`config.mk`:
```
export PLATFORM = sky130hd
export DESIGN_NAME = bis_cell
export DESIGN_NICKNAME = d
export VERILOG_FILES = /design/src/hw/rtl/bis_pkg.sv /design/src/hw/rtl/bis_cell.sv
export SDC_FILE = /design/constraint.sdc
export NUM_CORES = 1
export LEC_CHECK = 0
export CAP_MARGIN = 0
export CORE_AREA = 2 2 104 106
export CTS_CLUSTER_DIAMETER = 100
export CTS_CLUSTER_SIZE = 14
export DETAILED_ROUTE_END_ITERATION = 12
export DIE_AREA = 0 0 106 108
export DONT_BUFFER_PORTS = 1
export GPL_ROUTABILITY_DRIVEN = 0
export PLACE_DENSITY = 0.72
export SYNTH_ARGS = -nofsm -noshare
export SYNTH_HDL_FRONTEND = slang
export SYNTH_SLANG_ARGS = --single-unit
```
`constraint.sdc`:
```
create_clock -name clk -period 5.4 [get_ports clk]
set_input_delay 0.54 -clock clk [delete_from_list [all_inputs] [get_ports clk]]
set_output_delay 0.54 -clock clk [all_outputs]
set_load 0.005 [all_outputs]
```
`src/hw/rtl/bis_pkg.sv`:
```
// Package for the binary insertion sorter.
// Holds shared constants, codes, the cell control struct and the compare key function.
// No dependencies.
package bis_pkg;

  localparam int DATA_W       = 64;
  localparam int MAX_ELEM_DEF = 64;

  // Configuration register indexes
  localparam logic CFG_SORT_ORDER = 1'b0;
  localparam logic CFG_SIGNED     = 1'b1;

  // sort_order codes; the unused code 3 behaves as arrival order
  localparam logic [1:0] ORD_ASC     = 2'd0;
  localparam logic [1:0] ORD_DESC    = 2'd1;
  localparam logic [1:0] ORD_ARRIVAL = 2'd2;

  typedef enum logic [1:0] {
    ST_LOAD,
    ST_SORT,
    ST_EMIT
  } state_t;

  // Control broadcast to every cell in the chain
  typedef struct packed {
    logic load;   // write input word into the cell addressed by fill
    logic sort;   // odd-even compare-exchange step
    logic phase;  // which pairs exchange this step: cells with index parity == phase
    logic shift;  // move every word one cell toward cell 0
    logic sgn;    // two's complement compare
    logic desc;   // descending order
  } cell_ctl_t;

  // Key whose unsigned order matches the selected compare
  function automatic logic [DATA_W-1:0] order_key(input logic [DATA_W-1:0] v,
                                                  input logic sgn);
    order_key = v ^ {sgn, {(DATA_W-1){1'b0}}};
  endfunction

endpackage

```
`src/hw/rtl/bis_cell.sv`:
```
// One storage cell of the sorting chain.
// Holds one word, exchanges with its upper neighbor during sort and shifts down on emit.
// Depends on bis_pkg.
module bis_cell
  import bis_pkg::*;
#(
  parameter int IDX = 0,
  parameter int CW  = 7
) (
  input  logic              clk,
  input  cell_ctl_t         ctl,
  input  logic [CW-1:0]     fill,
  input  logic [DATA_W-1:0] in_value,
  input  logic [DATA_W-1:0] lo_value,
  input  logic              lo_swap,
  input  logic [DATA_W-1:0] hi_value,
  output logic              swap,
  output logic [DATA_W-1:0] value
);

  logic              pair_active;
  logic [DATA_W-1:0] key_self;
  logic [DATA_W-1:0] key_hi;
  logic [DATA_W-1:0] value_next;

  // pair (IDX, IDX+1) takes part only when both cells hold set members
  assign pair_active = ctl.sort && (1'(IDX % 2) == ctl.phase) && (fill > CW'(IDX + 1));
  assign key_self    = order_key(value, ctl.sgn);
  assign key_hi      = order_key(hi_value, ctl.sgn);
  assign swap        = pair_active && (ctl.desc ? (key_self < key_hi) : (key_self > key_hi));

  always_comb begin
    value_next = value;
    if (ctl.load && (fill == CW'(IDX))) begin
      value_next = in_value;
    end else if (swap) begin
      value_next = hi_value;
    end else if (lo_swap) begin
      value_next = lo_value;
    end else if (ctl.shift) begin
      value_next = hi_value;
    end
  end

  always_ff @(posedge clk) begin
    value <= value_next;
  end

endmodule

```
==> run metrics <==
DR vias=approximately 5,100; CTS root buffer=clkbuf_8; TritonCTS Buffers=9; row count=37; # setup viols final=0; Critical Path End Type=register; Post-Route WL=between 15,000 and 20,000 microns; Crit Path Category=reg -> reg; routed len/inst=around 23 microns; leakage=0.00239 uW; CTS clk-pin slew, worst paths=around 80 ps; Commonest cells post-synth=77 x nand4_1, 70 x nor2_1, 65 x inv_1; Bufs on Longest Clock Path=2; Ys Warns=0; number of flip-flops under the largest register name=64; Peak VDD IR=roughly 120 uV; setup TNS=0 ps; input/output buffers=0; Post-CTS Resized=0; Final period util=roughly 72%; htree depth=3; CP startpoint kind=register; Top reg by flops=value; Synth Register Bits=between 60 and 70; Post-Syn Area=~5700 sq um; status=completed; DRC=0; Die X=between 100 and 150 microns; Cell variety after synth=between 40 and 50; vias in the first global route=5,209; crit-path max FO=64; most numerous cell in the Yosys netlist=nand4_1; GRT Util Overall=29.0%; post-synth top area share=between 30% and 40%; top flop regs=value: 64 flops; final non-filler cell total=roughly 730; layout net count=roughly 860; cell taking the most area after synthesis=edfxtp_1; Hold Path Class=in -> reg; Slew @ Worst Pin=1040 ps; register area share after synthesis=around 34%; worst skew pair latency=~350 ps; top post-synthesis cells by area=edfxtp_1 34%, ha_1 14%, nand4_1 8.4%; Iter 0 DRT Violations=roughly 440; Post-Syn Instances=about 630; MaxCap Viol Count=0; ANT nets after route=0; Top Ports=approximately 270; Tmin final=between 3000 and 4000 ps; vias per std cell=7.03; Fin Clk Skew=around 8.8 ps; initial antenna violation count=0; P&R area growth vs syn=0.983%; Final Hold Fails=0; Post-synth ARST share=0%; Overflow after GRT=0; Synth Flop Type=edfxtp_1; initial core utilization=between 50% and 60%; pin count of the biggest net entering global routing=70; Core Region=around 10,000 sq um; mean post-synth cell area=9.16 sq um; Req. time, crit path=5370 ps; Detail Placement HPWL=roughly 12,000 microns; Max Freq=between 200 and 300 MHz; n_diodes=0; CTS tree=done; WP data arrival=~3900 ps; Post-CTS Setup Bufs=0; Die Area=11,400 sq um; RSZ-0062 raised after global routing=false; Final Max Slew Viols=0; layout cells sized above 1=a little under 10%; max_slew headroom=a little under a third; Pwr Density=243 nW/um^2; syn_nets=about 900; die height=around 110 microns; placed cell count=slightly above 700; EDFF count, synth=64; Hold-fix buffers, CTS=0; Clock Sinks=64; DRT Pass-1 Iters=6; first-pass GRT wire length=between 20,000 and 30,000 microns
metal layers:
| layer | GRT usage, % | vias to the layer above | part of all wire [%] | wire length (microns) |
|---|---|---|---|---|
| li1 | - | 2341 | - | - |
| met4 | 11.1 | 0 | 1.7 | 291 |
| met5 | 0 | - | 0 | 0 |
| met1 | 32.2 | 2464 | 38 | 6410 |
| met3 | 8.20 | 29 | 9.3 | 1580 |
| met2 | 52.7 | 291 | 51 | 8740 |
power by group:
group | internal [uW] | switching [uW] | total, uW
clock network | 160 | 195 | 354
registers | 631 | 60.4 | 691
logic | 146 | 217 | 363
final timing paths:
check | startpoint | end | slack (ps) | depth (start not counted)
min reg2reg | value[62] | value[7] | 1730 | 7
min | in_value[43] | value[43] | 450 | 2
max | value[47] | value[20] | 1520 | 9
max reg2reg | value[47] | value[20] | 1520 | 9
stage by stage:
step / setup slack, ps / hold slack, ps / util, % / area, sq um / power [uW]
2_1_floorplan: 1200 / 794 / - / 5730 / 974
3_5_place_dp: 1460 / 809 / 55.0 / 5630 / 1060
3_3_place_gp: 1520 / 802 / 55.0 / 5630 / 1040
6_report: 1520 / 453 / 56.5 / 5780 / 1410
5_1_grt: 1230 / 442 / 56.5 / 5780 / 1490
4_1_cts: 1530 / 430 / 56.5 / 5780 / 1420
cell usage in the layout, fill, tap and decap left out, types with 2 or more instances in the layout:
cell type / instances
clkinv_2: 3
nor4_1: 3
a31oi_1: 64
inv_1: 65
a21o_1: 7
nand4_1: 77
nand3_1: 6
nor3_1: 4
a221oi_1: 2
clkinv_1: 3
clkbuf_8: 9
a21oi_1: 26
o21ai_0: 10
o31ai_1: 34
or3_1: 2
buf_4: 6
o31ai_2: 30
o211ai_1: 2
nand2_1: 16
nor2_1: 70
edfxtp_1: 64
ha_1: 64
cell families (layout without fill, tap and decap cells):
logic type,Yosys count,after routing,synth area share [%]
xor+xnor,2,2,0.306
simple gates,188,188,17.0
flops,64,64,33.6
compound gates,188,188,25.0
buf+inv,119,87,10.2
fa+ha+maj,64,64,14.0
critical path, stage by stage, from the launching register on:
cell and delay [ps]:
edfxtp_1 450, ha_1 350, nand4_1 170, nor3_1 500, a21oi_1 130, o21ai_0 150
a21oi_1 280, a31o_1 290, a21oi_1 320, or4b_4 790
cell type report:
type / count / area, sq um
Clock inverter: 6 / 26.3
Timing Repair Buffer: 6 / 45.0
Tap cell: 136 / 170
Fill cell: 935 / 4450
Sequential cell: 64 / 1920
Inverter: 65 / 244
Multi-Input combinational cell: 442 / 3250
Clock buffer: 10 / 128
Note: power is estimated with default switching activity, not from simulation.
